## config.mk

```make
export PLATFORM = sky130hd
export DESIGN_NAME = two_wire_debug_link
export DESIGN_NICKNAME = d
export VERILOG_FILES = /design/src/rtl/twdl_pkg.sv /design/src/rtl/twdl_front.sv /design/src/rtl/twdl_queue.sv /design/src/rtl/twdl_back.sv /design/src/rtl/two_wire_debug_link.sv
export SDC_FILE = /design/constraint.sdc
export NUM_CORES = 1
export LEC_CHECK = 0
export BUFFER_PORTS_ARGS = -buffer_cell sky130_fd_sc_hd__buf_2
export CAP_MARGIN = 20
export CORE_MARGIN = 3
export CORE_UTILIZATION = 46
export DETAILED_ROUTE_END_ITERATION = 6
export PLACE_DENSITY = 0.66
export SETUP_SLACK_MARGIN = 0.4
export SLEW_MARGIN = 20
export SYNTH_ARGS = -nofsm -noshare
export SYNTH_HDL_FRONTEND = slang
export SYNTH_SLANG_ARGS = --single-unit
```

## constraint.sdc

```tcl
create_clock -name clk -period 3.8 [get_ports clk]
set_input_delay 0.38 -clock clk [delete_from_list [all_inputs] [get_ports clk]]
set_output_delay 0.38 -clock clk [all_outputs]
set_load 0.02 [all_outputs]
```

## src/rtl/twdl_pkg.sv

```systemverilog
// shared types and constants for the two-wire debug link
package twdl_pkg;

  localparam logic [3:0]  BITS_PER_CHAR = 4'd8;
  localparam logic [7:0]  TURN_BYTE     = 8'h80;
  localparam logic [3:0]  READY_STROBE  = 4'h4;
  localparam logic [3:0]  PORT_IDLE     = 4'h0;
  localparam logic [15:0] TIMEOUT_RESET = 16'd1000;

  typedef struct packed {
    logic       clock_line;
    logic       data_line;
    logic       host_char_valid;
    logic [7:0] host_char;
  } poll_t;

  typedef struct packed {
    logic       is_port_write;
    logic [3:0] port_value;
    logic       is_rx_byte;
    logic [6:0] rx_byte;
    logic       last;
  } result_t;

  typedef enum logic [2:0] {
    PH_WAIT_START = 3'd0,
    PH_START      = 3'd1,
    PH_LOW        = 3'd2,
    PH_HI_FIRST   = 3'd3,
    PH_HI_NEXT    = 3'd4,
    PH_WAIT_SEND  = 3'd5,
    PH_SEND       = 3'd6
  } phase_t;

  typedef enum logic [1:0] {
    ACT_NONE   = 2'd0,
    ACT_STROBE = 2'd1,
    ACT_RX     = 2'd2,
    ACT_SEND   = 2'd3
  } act_t;

  typedef struct packed {
    logic       tmo;
    act_t       act;
    logic [7:0] data;
  } cmd_t;

  typedef enum logic [1:0] {
    BK_LEAD = 2'd0,
    BK_BITS = 2'd1,
    BK_PAD0 = 2'd2,
    BK_PAD1 = 2'd3
  } back_state_t;

endpackage

```

## src/rtl/twdl_front.sv

```systemverilog
// poll decoder: line sampling, byte assembly, host timeout, command issue
module twdl_front import twdl_pkg::*; (
  input  logic        clk,
  input  logic        rst,
  input  logic        cfg_wr_en,
  input  logic [15:0] cfg_wr_data,
  input  logic        accept,
  input  poll_t       poll,
  output logic        push,
  output cmd_t        cmd
);

  logic [15:0] timeout_polls;
  phase_t      phase, phase_next;
  logic        prev_clk, prev_dat;
  logic [3:0]  bit_count, bit_count_next;
  logic [7:0]  assembled, assembled_next;
  logic [7:0]  pending, pending_next;
  logic        armed, armed_next;
  logic [15:0] ticks, ticks_next;

  always_comb begin
    phase_next     = phase;
    bit_count_next = bit_count;
    assembled_next = assembled;
    pending_next   = pending;
    armed_next     = armed;
    ticks_next     = ticks;
    cmd            = '{tmo: 1'b0, act: ACT_NONE, data: 8'h00};

    if (armed) begin
      if (ticks >= timeout_polls) begin
        cmd.tmo    = 1'b1;
        phase_next = PH_WAIT_START;
        ticks_next = '0;
        armed_next = 1'b0;
      end else begin
        ticks_next = ticks + 16'd1;
      end
    end

    if (poll.host_char_valid) begin
      pending_next = poll.host_char;
      phase_next   = PH_WAIT_SEND;
      ticks_next   = '0;
      armed_next   = 1'b1;
    end

    unique case (phase_next)
      PH_WAIT_START: begin
        if (prev_clk && prev_dat && poll.clock_line && !poll.data_line) begin
          if (bit_count != 4'd0 && bit_count < BITS_PER_CHAR) begin
            armed_next     = 1'b0;
            ticks_next     = '0;
            bit_count_next = BITS_PER_CHAR;
          end else begin
            phase_next = PH_START;
          end
        end
      end
      PH_START: begin
        bit_count_next = '0;
        assembled_next = '0;
        if (!poll.clock_line) phase_next = PH_LOW;
      end
      PH_LOW: begin
        phase_next = PH_HI_FIRST;
      end
      PH_HI_FIRST: begin
        if (poll.clock_line) begin
          if (bit_count < 4'd8) begin
            assembled_next[bit_count[2:0]] = assembled[bit_count[2:0]] | poll.data_line;
          end
          bit_count_next = bit_count + 4'd1;
          if (bit_count_next == BITS_PER_CHAR && assembled_next == TURN_BYTE) begin
            cmd.act    = ACT_STROBE;
            phase_next = PH_SEND;
          end else begin
            if (bit_count_next == BITS_PER_CHAR) begin
              if (assembled_next < TURN_BYTE) begin
                cmd.act  = ACT_RX;
                cmd.data = assembled_next;
              end
              assembled_next = '0;
            end
            phase_next = PH_HI_NEXT;
          end
        end
      end
      PH_HI_NEXT: begin
        if (!poll.clock_line) begin
          phase_next = (bit_count == BITS_PER_CHAR) ? PH_WAIT_START : PH_LOW;
        end
      end
      PH_WAIT_SEND: begin
        cmd.act    = ACT_STROBE;
        phase_next = PH_WAIT_START;
      end
      PH_SEND: begin
        armed_next = 1'b0;
        ticks_next = '0;
        cmd.act    = ACT_SEND;
        cmd.data   = pending;
        phase_next = PH_WAIT_START;
      end
      default: begin
      end
    endcase
  end

  assign push = accept && (cmd.tmo || cmd.act != ACT_NONE);

  always_ff @(posedge clk) begin
    if (rst) begin
      timeout_polls <= TIMEOUT_RESET;
    end else if (cfg_wr_en) begin
      timeout_polls <= cfg_wr_data;
    end
  end

  always_ff @(posedge clk) begin
    if (rst) begin
      phase     <= PH_WAIT_START;
      prev_clk  <= 1'b0;
      prev_dat  <= 1'b0;
      bit_count <= BITS_PER_CHAR;
      assembled <= '0;
      pending   <= '0;
      armed     <= 1'b0;
      ticks     <= '0;
    end else if (accept) begin
      phase     <= phase_next;
      prev_clk  <= poll.clock_line;
      prev_dat  <= poll.data_line;
      bit_count <= bit_count_next;
      assembled <= assembled_next;
      pending   <= pending_next;
      armed     <= armed_next;
      ticks     <= ticks_next;
    end
  end

endmodule

```

## src/rtl/twdl_queue.sv

```systemverilog
// command queue between the poll decoder and the result sequencer
module twdl_queue import twdl_pkg::*; #(
  parameter int DEPTH = 4
) (
  input  logic clk,
  input  logic rst,
  input  logic push,
  input  cmd_t push_data,
  input  logic pop,
  output cmd_t head,
  output logic empty,
  output logic full
);

  localparam int AW = (DEPTH > 1) ? $clog2(DEPTH) : 1;
  localparam int CW = $clog2(DEPTH + 1);

  cmd_t          slots [DEPTH];
  logic [AW-1:0] wr_ptr, rd_ptr;
  logic [CW-1:0] count;

  assign empty = (count == '0);
  assign full  = (count == CW'(DEPTH));
  assign head  = slots[rd_ptr];

  function automatic logic [AW-1:0] wrap_inc(input logic [AW-1:0] p);
    wrap_inc = (p == AW'(DEPTH - 1)) ? '0 : p + AW'(1);
  endfunction

  always_ff @(posedge clk) begin
    if (push) slots[wr_ptr] <= push_data;
  end

  always_ff @(posedge clk) begin
    if (rst) begin
      wr_ptr <= '0;
      rd_ptr <= '0;
      count  <= '0;
    end else begin
      if (push) wr_ptr <= wrap_inc(wr_ptr);
      if (pop)  rd_ptr <= wrap_inc(rd_ptr);
      if (push && !pop)      count <= count + CW'(1);
      else if (pop && !push) count <= count - CW'(1);
    end
  end

endmodule

```

## src/rtl/twdl_back.sv

```systemverilog
// result sequencer: expands queued commands into result transactions
module twdl_back import twdl_pkg::*; (
  input  logic    clk,
  input  logic    rst,
  input  cmd_t    head,
  input  logic    empty,
  output logic    pop,
  output logic    out_valid,
  input  logic    out_ready,
  output result_t out_data
);

  back_state_t state, state_next;
  logic [2:0]  bit_idx, bit_idx_next;
  logic [1:0]  sub, sub_next;
  logic        tmo_done, tmo_done_next;
  logic        load, bit_step, cur_bit;
  result_t     res;

  assign load    = !empty && (!out_valid || out_ready);
  assign cur_bit = head.data[bit_idx];

  always_comb begin
    state_next    = state;
    bit_idx_next  = bit_idx;
    sub_next      = sub;
    tmo_done_next = tmo_done;
    bit_step      = 1'b0;
    res           = '0;

    unique case (state)
      BK_LEAD: begin
        if (head.tmo && !tmo_done) begin
          res.is_port_write = 1'b1;
          res.port_value    = PORT_IDLE;
          res.last          = (head.act == ACT_NONE);
          if (load) tmo_done_next = !res.last;
        end else begin
          case (head.act)
            ACT_STROBE: begin
              res.is_port_write = 1'b1;
              res.port_value    = READY_STROBE;
              res.last          = 1'b1;
            end
            ACT_RX: begin
              res.is_rx_byte = 1'b1;
              res.rx_byte    = head.data[6:0];
              res.last       = 1'b1;
            end
            ACT_SEND: bit_step = 1'b1;
            default: begin
            end
          endcase
          if (load && res.last) tmo_done_next = 1'b0;
        end
      end
      BK_BITS: bit_step = 1'b1;
      BK_PAD0: begin
        res.is_port_write = 1'b1;
        res.port_value    = PORT_IDLE;
        if (load) state_next = BK_PAD1;
      end
      BK_PAD1: begin
        res.is_port_write = 1'b1;
        res.port_value    = PORT_IDLE;
        res.last          = 1'b1;
        if (load) begin
          state_next    = BK_LEAD;
          tmo_done_next = 1'b0;
        end
      end
      default: state_next = BK_LEAD;
    endcase

    if (bit_step) begin
      res.is_port_write = 1'b1;
      res.port_value    = {cur_bit, (sub == 2'd1), 2'b00};
      if (load) begin
        if (sub == 2'd2) begin
          sub_next     = '0;
          bit_idx_next = bit_idx + 3'd1;
          state_next   = (bit_idx == 3'd7) ? BK_PAD0 : BK_BITS;
        end else begin
          sub_next   = sub + 2'd1;
          state_next = BK_BITS;
        end
      end
    end
  end

  assign pop = load && res.last;

  always_ff @(posedge clk) begin
    if (rst) begin
      state    <= BK_LEAD;
      bit_idx  <= '0;
      sub      <= '0;
      tmo_done <= 1'b0;
    end else begin
      state    <= state_next;
      bit_idx  <= bit_idx_next;
      sub      <= sub_next;
      tmo_done <= tmo_done_next;
    end
  end

  always_ff @(posedge clk) begin
    if (rst) begin
      out_valid <= 1'b0;
    end else if (load) begin
      out_valid <= 1'b1;
    end else if (out_ready) begin
      out_valid <= 1'b0;
    end
  end

  always_ff @(posedge clk) begin
    if (load) out_data <= res;
  end

endmodule

```

## src/rtl/two_wire_debug_link.sv

```systemverilog
// top level of the two-wire debug link
//
// in_valid/in_ready/in_data carry one poll per transaction: sampled clock and
// data line levels plus an optional host character. out_valid/out_ready/
// out_data carry result transactions, either a port write or a received
// character, with last set on the final result of a poll. cfg_wr_en with
// cfg_wr_data loads the 16-bit send timeout in polls.
// a poll that yields results passes through the command queue before the
// output register shows its first result. polls are taken one per cycle
// while the queue is not full; a poll that yields nothing produces no output
// transaction. a turnaround send expands to 26 results; the sequencer's
// single output register gives one result per cycle while out_ready is high.
// between the poll decoder and the sequencer sits a command queue of
// QUEUE_DEPTH entries; in_ready drops only while it is full, which happens
// when the receiver stalls or a send burst is draining.
// a stalled receiver holds the output register; nothing is lost or dropped.
// reset returns the link to waiting for a start, clears the queue and the
// output valid, and restores the timeout to 1000 polls.
module two_wire_debug_link import twdl_pkg::*; #(
  parameter int QUEUE_DEPTH = 4
) (
  input  logic        clk,
  input  logic        rst,
  input  logic        in_valid,
  output logic        in_ready,
  input  poll_t       in_data,
  output logic        out_valid,
  input  logic        out_ready,
  output result_t     out_data,
  input  logic        cfg_wr_en,
  input  logic [15:0] cfg_wr_data
);

  logic accept, push, pop, empty, full;
  cmd_t cmd, head;

  assign in_ready = !full;
  assign accept   = in_valid && in_ready;

  twdl_front u_front (
    .clk        (clk),
    .rst        (rst),
    .cfg_wr_en  (cfg_wr_en),
    .cfg_wr_data(cfg_wr_data),
    .accept     (accept),
    .poll       (in_data),
    .push       (push),
    .cmd        (cmd)
  );

  twdl_queue #(.DEPTH(QUEUE_DEPTH)) u_queue (
    .clk      (clk),
    .rst      (rst),
    .push     (push),
    .push_data(cmd),
    .pop      (pop),
    .head     (head),
    .empty    (empty),
    .full     (full)
  );

  twdl_back u_back (
    .clk      (clk),
    .rst      (rst),
    .head     (head),
    .empty    (empty),
    .pop      (pop),
    .out_valid(out_valid),
    .out_ready(out_ready),
    .out_data (out_data)
  );

endmodule

```

==> out/metrics.yaml, run 1 <==
drt:
  drc: 0
  detail_route.vias_per_cell: 5.584
  vias: 5165
  wl_per_cell_um: 15.63
  routed_wl_um: 14460
  initialDrtViolationCount: 378
  detailedRoute.firstPassIterationCount: 5
  detail-route-antenna-nets: 0
global_route:
  grt_first_pass_wirelength_um: 24350
  global_route_usage_over_all_layers_pct: 18.73
  largest_net_degree_at_the_start_of_global_routing: 47
  grt_pass1_vias: 5113
  antenna_violations_before_repair: 0
  grt_overflow_total: 0
clocking:
  cts.clk_slew.worst_paths_ns: 0.07
  clock_tree_from_tritoncts: "done"
  clock_buffer_count_from_cts: 17
  htree_num_levels: 4
  clkLatencyLatePin_ns: 0.42
  cts_root_buffer: "clkbuf_16"
  number_of_buffers_on_the_longest_clock_path: 2
  cts.sink_count: 132
  cts.hold.buffers_added: 0
sta:
  rsz0062_at_grt: "true"
  slew_headroom_pct: 47.76
  layout_worst_path_cycle_share_pct: 92.94
  tns_ns: 0
  max_freq_mhz: 283.1
  worstMarginPinSlew_ns: 0.7764
  setup_viol: 0
  clock_skew_ns: 0.01194
  final_max_slew_viol_count: 0
  timing_hold_violations_final: 0
  finalCriticalPeriod_ns: 3.532
  worst_slack_ns: 0.2682
worst_setup_path:
  critical_path.startpoint_type: "flip-flop"
  path_max_fanout: 6
  worst_ep_required_time_ns: 4.15
  cp_data_arrival_time_ns: 3.88
  crit_path_end_kind: "flip-flop"
  worst_setup_path_category: "flip-flop to flip-flop"
floorplan:
  fp.dieW_um: 126.7
  top_level_ports: 48
  die_area_sq_um: 16050
  initial_core_util_pct: 47.71
  chipHeight_um: 126.7
  core_area_sq_um: 14040
  core.rowCount: 43
cells_and_area:
  finalNetCount: 800
  mostFrequentLayoutCells: "70 x dfxtp_1, 66 x nand2_1, 59 x nor2_1"
  antenna-diode-count: 0
  total_area_of_multi_input_combinational_cells_sq_um: 3283
  layout.filler_cells: 1221
  final_layout_size_suffix_gt1_share_pct: 19.73
  final-seq-area_sq_um: 3213
  synthToLayoutAreaGrowth_pct: 17.24
  final_common_cell: "dfxtp_1"
power:
  vdd.ir_drop.worst_mv: 0.2597
  cellPowerDensity_nw_per_um2: 543.5
  leakage_dissipation_nw: 3.008
synth:
  synthFlopType: "dfxtp_1"
  post_synth_inst_count: 676
  synth_top_area_share_pct: 25.10
  synth.top_cells.by_area: "edfxtp_1 25%, dfxtp_1 23%, ha_1 6.5%"
  synth_async_sr_flop_share_pct: 0
  post_synthesis_average_cell_area_sq_um: 9.910
  synth.lib_cells_used.distinct: 63
  synth-seq-area-share_pct: 47.81
  number_of_enable_flip_flop_cells_after_synthesis: 56
  synth_largest_area_cell: "edfxtp_1"
  yosys_warnings: 0
  post_synth_instance_area_sq_um: 6699
  ys_ff_latch: 132
place:
  port_buffer_cells: 45
  gp_congestion: 0.8965
  hpwlAfterDp_um: 10500
  dp_slack_ns: 0.2081
outcome:
  status: "complete, no violations"
hold_path:
  hold_path.class: "input pin to flip-flop"
run:
  max-cap-violations: 0
[cell families (layout without fill, tap and decap cells)]
kind of cell	count (synthesis)	after routing	synth area share, %
muxes	41	41	8.666
and+or+nand+nor	256	256	19.20
DFF	132	132	47.81
AOI/OAI and AO/OA	133	133	12.55
xor gates and xnor gates	5	5	0.6538
adders and majority gates	36	36	6.836
other	1	2	0.05598
buffers and inverters	72	140	4.221
[final timing paths]
kind              slack, ns                        to  cells past startpoint            startpoint
setup / recovery       0.27          u_queue.count[2]                     13  u_front.bit_count[0]
hold reg to reg        0.45        u_front.pending[7]                      2    u_front.pending[7]
hold / removal         0.17  u_front.timeout_polls[7]                      3        cfg_wr_data[7]
setup reg to reg       0.27          u_queue.count[2]                     13  u_front.bit_count[0]
[flip-flops by register name, summed over array words and instances (netlist names), named ones only]
signal	count
u_back.bit_idx	3
u_back.out_data	12
u_back.out_valid	1
u_back.state	2
u_back.sub	2
u_back.tmo_done	1
u_front.armed	1
u_front.assembled	8
u_front.bit_count	4
u_front.pending	8
u_front.phase	3
u_front.prev_clk	1
u_front.prev_dat	1
u_front.ticks	16
u_front.timeout_polls	16
u_queue.count	3
u_queue.rd_ptr	2
u_queue.slots	44
u_queue.wr_ptr	2
[cell usage after synthesis (3+ instances only)]
| cell type | n |
|---|---|
| mux4_2 | 13 |
| dfxtp_1 | 76 |
| a311oi_1 | 10 |
| nand4b_1 | 4 |
| nand3b_1 | 5 |
| nor3_1 | 16 |
| or2_2 | 3 |
| a22oi_1 | 3 |
| a22o_1 | 3 |
| nor2b_1 | 6 |
| nor2_1 | 60 |
| nand3_1 | 22 |
| nand2_1 | 67 |
| o211ai_1 | 9 |
| buf_2 | 4 |
| clkbuf_1 | 24 |
| and4_1 | 3 |
| nand4_1 | 4 |
| edfxtp_1 | 56 |
| and3_1 | 6 |
| o31a_1 | 3 |
| xor2_1 | 3 |
| a21oi_1 | 51 |
| ha_1 | 35 |
| inv_1 | 35 |
| nor4_1 | 7 |
| and2_1 | 15 |
| or3_1 | 12 |
| or4_1 | 3 |
| mux2i_1 | 25 |
| a31oi_1 | 8 |
| nand2b_1 | 14 |
| buf_1 | 6 |
| o21ai_0 | 28 |
[layout make-up]
type / instances / area share, %
inverter: 36 / 1.721
timing repair buffer: 72 / 5.608
multi-input combinational: 473 / 41.80
sequential: 132 / 40.91
tap: 180 / 2.868
clock inverter: 15 / 1.673
clock buffer: 17 / 5.417
[worst max-delay path: stages (launching register included)]
cell,delay [ns]
dfxtp_2,0.33
inv_2,0.06
or4_4,0.55
a31o_1,0.23
o311a_1,0.31
or3_1,0.33
or2_1,0.27
a31oi_4,0.23
ha_4,0.17
inv_2,0.04
fa_2,0.34
xor2_1,0.15
or3_1,0.32
a21oi_2,0.12
[power breakdown]
| group | internal [mW] | total, mW | switching, mW | leakage (nW) |
|---|---|---|---|---|
| Clock | 0.860 | 1.54 | 0.678 | 0.263 |
| Combinational | 0.404 | 0.979 | 0.575 | 1.62 |
| Sequential | 1.67 | 1.75 | 0.0833 | 1.12 |
| Total | 2.93 | 4.27 | 1.34 | 3.01 |
[timing repair]
item,4_1_cts,5_1_grt
buffers inserted,4,2
pin swaps,0,4
resized for setup,3,10
endpoints found under the setup margin,2,34
[per-layer routing]
| layer | GRT usage (%) | share of wire [%] | up-vias |
|---|---|---|---|
| met3 | 4.295 | 3.1 | 23 |
| li1 | - | - | 2566 |
| met2 | 31.63 | 51 | 104 |
| met1 | 23.22 | 44 | 2472 |
| met4 | 7.634 | 1.9 | 0 |
| met5 | 0 | 0 | - |
[per-stage QoR]
stage	util, %	power (mW)	instances	hold WS (ns)	cell area (sq um)
2_1_floorplan	-	2.479	677	0.4317	6745
3_3_place_gp	51.35	2.723	887	0.4392	7211
3_5_place_dp	51.35	2.767	887	0.4444	7211
4_1_cts	55.59	4.315	923	0.1572	7806
5_1_grt	55.93	4.507	925	0.1770	7854
6_report	55.93	4.269	925	0.1744	7854
Power figures use the tool's default switching activity.
==> run 2: changes to the inputs <==
MAX_ROUTING_LAYER = met4   (was unset)
==> out/metrics.yaml, run 2 (same netlist as run 1, synthesis figures left out) <==
worst_setup_path:
  crit_path_end_kind: "flip-flop"
  worst-r2r-setup-slack_ns: 0.28
  crit_path_frequent_cell: "or3_1"
  worst_setup_path_category: "flip-flop to flip-flop"
  cpMaxStageDelayCell: "or3_1"
  worst_ep_required_time_ns: 4.16
  cpPeakStageDelay_ns: 0.38
  worstPathCellList: "buf_4 > nor2b_1 > a22oi_1 > a31o_1 > o311a_1 > or3_1 > or2_1 > a31oi_4 > ha_4 > inv_2 > fa_2 > xor2_1 > or3_1 > a21oi_1"
  critical-path-top-delay-family: "simple AND/OR/NAND/NOR gates"
  path_max_fanout: 12
  worstRegToRegCells: 14
  regToRegEndpoint: "u_queue.count[2]"
  critPathBufInv: 2
  cp_data_arrival_time_ns: 3.88
  critical_path.startpoint_type: "flip-flop"
  reg2reg_from: "u_front.bit_count[0]"
clocking:
  htree_num_levels: 4
  clkLatencyLatePin_ns: 0.43
  number_of_buffers_on_the_longest_clock_path: 2
  cts.sink_count: 132
  clock_buffer_count_from_cts: 17
  cts_root_buffer: "clkbuf_16"
  clock_tree_from_tritoncts: "done"
  cts.clk_slew.worst_paths_ns: 0.06
floorplan:
  initial_core_util_pct: 47.71
  chipHeight_um: 126.7
  die_area_sq_um: 16050
  fp.dieW_um: 126.7
  core.rowCount: 43
  top_level_ports: 48
  core_area_sq_um: 14040
sta:
  setup_viol: 0
  layout_worst_path_cycle_share_pct: 92.68
  finalCriticalPeriod_ns: 3.522
  worstMarginPinSlew_ns: 0.9083
  clock_skew_ns: 0.009660
  timing_hold_violations_final: 0
  max_freq_mhz: 283.9
  slew_headroom_pct: 38.89
  tns_ns: 0
  rsz0062_at_grt: "true"
  final_max_slew_viol_count: 0
cells_and_area:
  largest_register_by_flop_count: "u_queue.slots"
  final_layout_size_suffix_gt1_share_pct: 18.57
  finalNetCount: 798
  antenna-diode-count: 0
  top_regs: "u_queue.slots (44), u_front.ticks (16), u_front.timeout_polls (16)"
  final_common_cell: "dfxtp_1"
  post-route-util_pct: 55.50
  largest_reg_flops: 44
  mostFrequentLayoutCells: "71 x dfxtp_1, 66 x nand2_1, 59 x nor2_1"
  synthToLayoutAreaGrowth_pct: 16.34
run:
  max-cap-violations: 0
hold_path:
  holdPathStages: 3
  worst_hold_start: "cfg_wr_data[3]"
  hold_path.class: "input pin to flip-flop"
  whs_endpoint: "u_front.timeout_polls[3]"
drt:
  wl_per_cell_um: 15.97
  routed_wl_um: 14740
  vias: 5173
  detail-route-antenna-nets: 0
  detailedRoute.firstPassIterationCount: 5
  detail_route.vias_per_cell: 5.605
  initialDrtViolationCount: 368
  drc: 0
power:
  cellPowerDensity_nw_per_um2: 543.6
  vdd.ir_drop.worst_mv: 0.4157
  fin_total_pwr_mw: 4.237
  leakage_dissipation_nw: 2.992
outcome:
  status: "complete, no violations"
global_route:
  global_route_usage_over_all_layers_pct: 19.97
  grt_first_pass_wirelength_um: 24870
  grt_overflow_total: 0
  grt_pass1_vias: 5155
  antenna_violations_before_repair: 0
  largest_net_degree_at_the_start_of_global_routing: 46
place:
  port_buffer_cells: 45
  hpwlAfterDp_um: 10680
  gp_congestion: 0.9299
-- run 2: changes by cell type in the layout (fill, tap and decap cells not counted), moves of 2 or more --
cell / before / now
clkbuf_1: 0 / 3
clkinv_2: 0 / 4
dfxtp_2: 5 / 3
inv_6: 9 / 2
inv_8: 2 / 0
-- run 2: what timing repair did --
action,4_1_cts,5_1_grt
endpoints found under the setup margin,1,36
setup buffers,3,0
gates resized for setup,3,6
cloned,0,0
hold buffers,0,0
-- run 2: worst max-delay path by stage --
stage          cells past startpoint            startpoint          endpoint  slack (ns)
2_1_floorplan                     13  u_front.bit_count[2]  u_queue.count[2]        0.34
3_3_place_gp                      13  u_front.bit_count[2]  u_queue.count[2]        0.24
3_5_place_dp                      13  u_front.bit_count[2]  u_queue.count[2]        0.14
4_1_cts                           13  u_front.bit_count[0]  u_queue.count[2]        0.31
5_1_grt                           13  u_front.bit_count[0]  u_queue.count[2]        0.19
6_report                          14  u_front.bit_count[0]  u_queue.count[2]        0.28
-- run 2: layer usage --
metal,part of all wire [%],GRT usage (%),vias up
li1,-,-,2568
met1,44,23.99,2479
met2,51,32.78,105
met3,4.0,4.842,21
met4,1.7,7.319,0
met5,0,-,-
-- run 2: stage by stage --
| stage | cell area [sq um] | setup WS, ns | hold slack (ns) | std cells |
|---|---|---|---|---|
| final | 7794 | 0.2782 | 0.1671 | 923 |
| after global routing | 7794 | 0.1905 | 0.1719 | 923 |
| after CTS | 7777 | 0.3074 | 0.1528 | 923 |
| after detailed placement | 7206 | 0.1377 | 0.4469 | 888 |
| after global placement | 7206 | 0.2443 | 0.4407 | 888 |
| after floorplan | 6745 | 0.3365 | 0.4317 | 677 |
-- run 2: tightest hold or removal path: cells and delay by family --
family / cells / cell delay, ns
buf+inv: 1 / 0.08
compound gates: 1 / 0.06
simple gates: 1 / 0.04
-- run 2: area by class of cell --
type / count / area, sq um
fillers: 1230 / 6248
clock buffers: 20 / 436.7
repair buffers: 70 / 412.9
clock inverters: 12 / 106.4
inverters: 36 / 135.1
multi-input cells: 473 / 3263
well taps: 180 / 225.2
flip-flops and latches: 132 / 3214
-- run 2: power by group --
| part | internal [mW] | leakage [nW] | switching, mW |
|---|---|---|---|
| sequential | 1.67 | 1.12 | 0.0859 |
| combinational | 0.399 | 1.61 | 0.576 |
| clock | 0.896 | 0.257 | 0.613 |
| total | 2.96 | 2.99 | 1.27 |
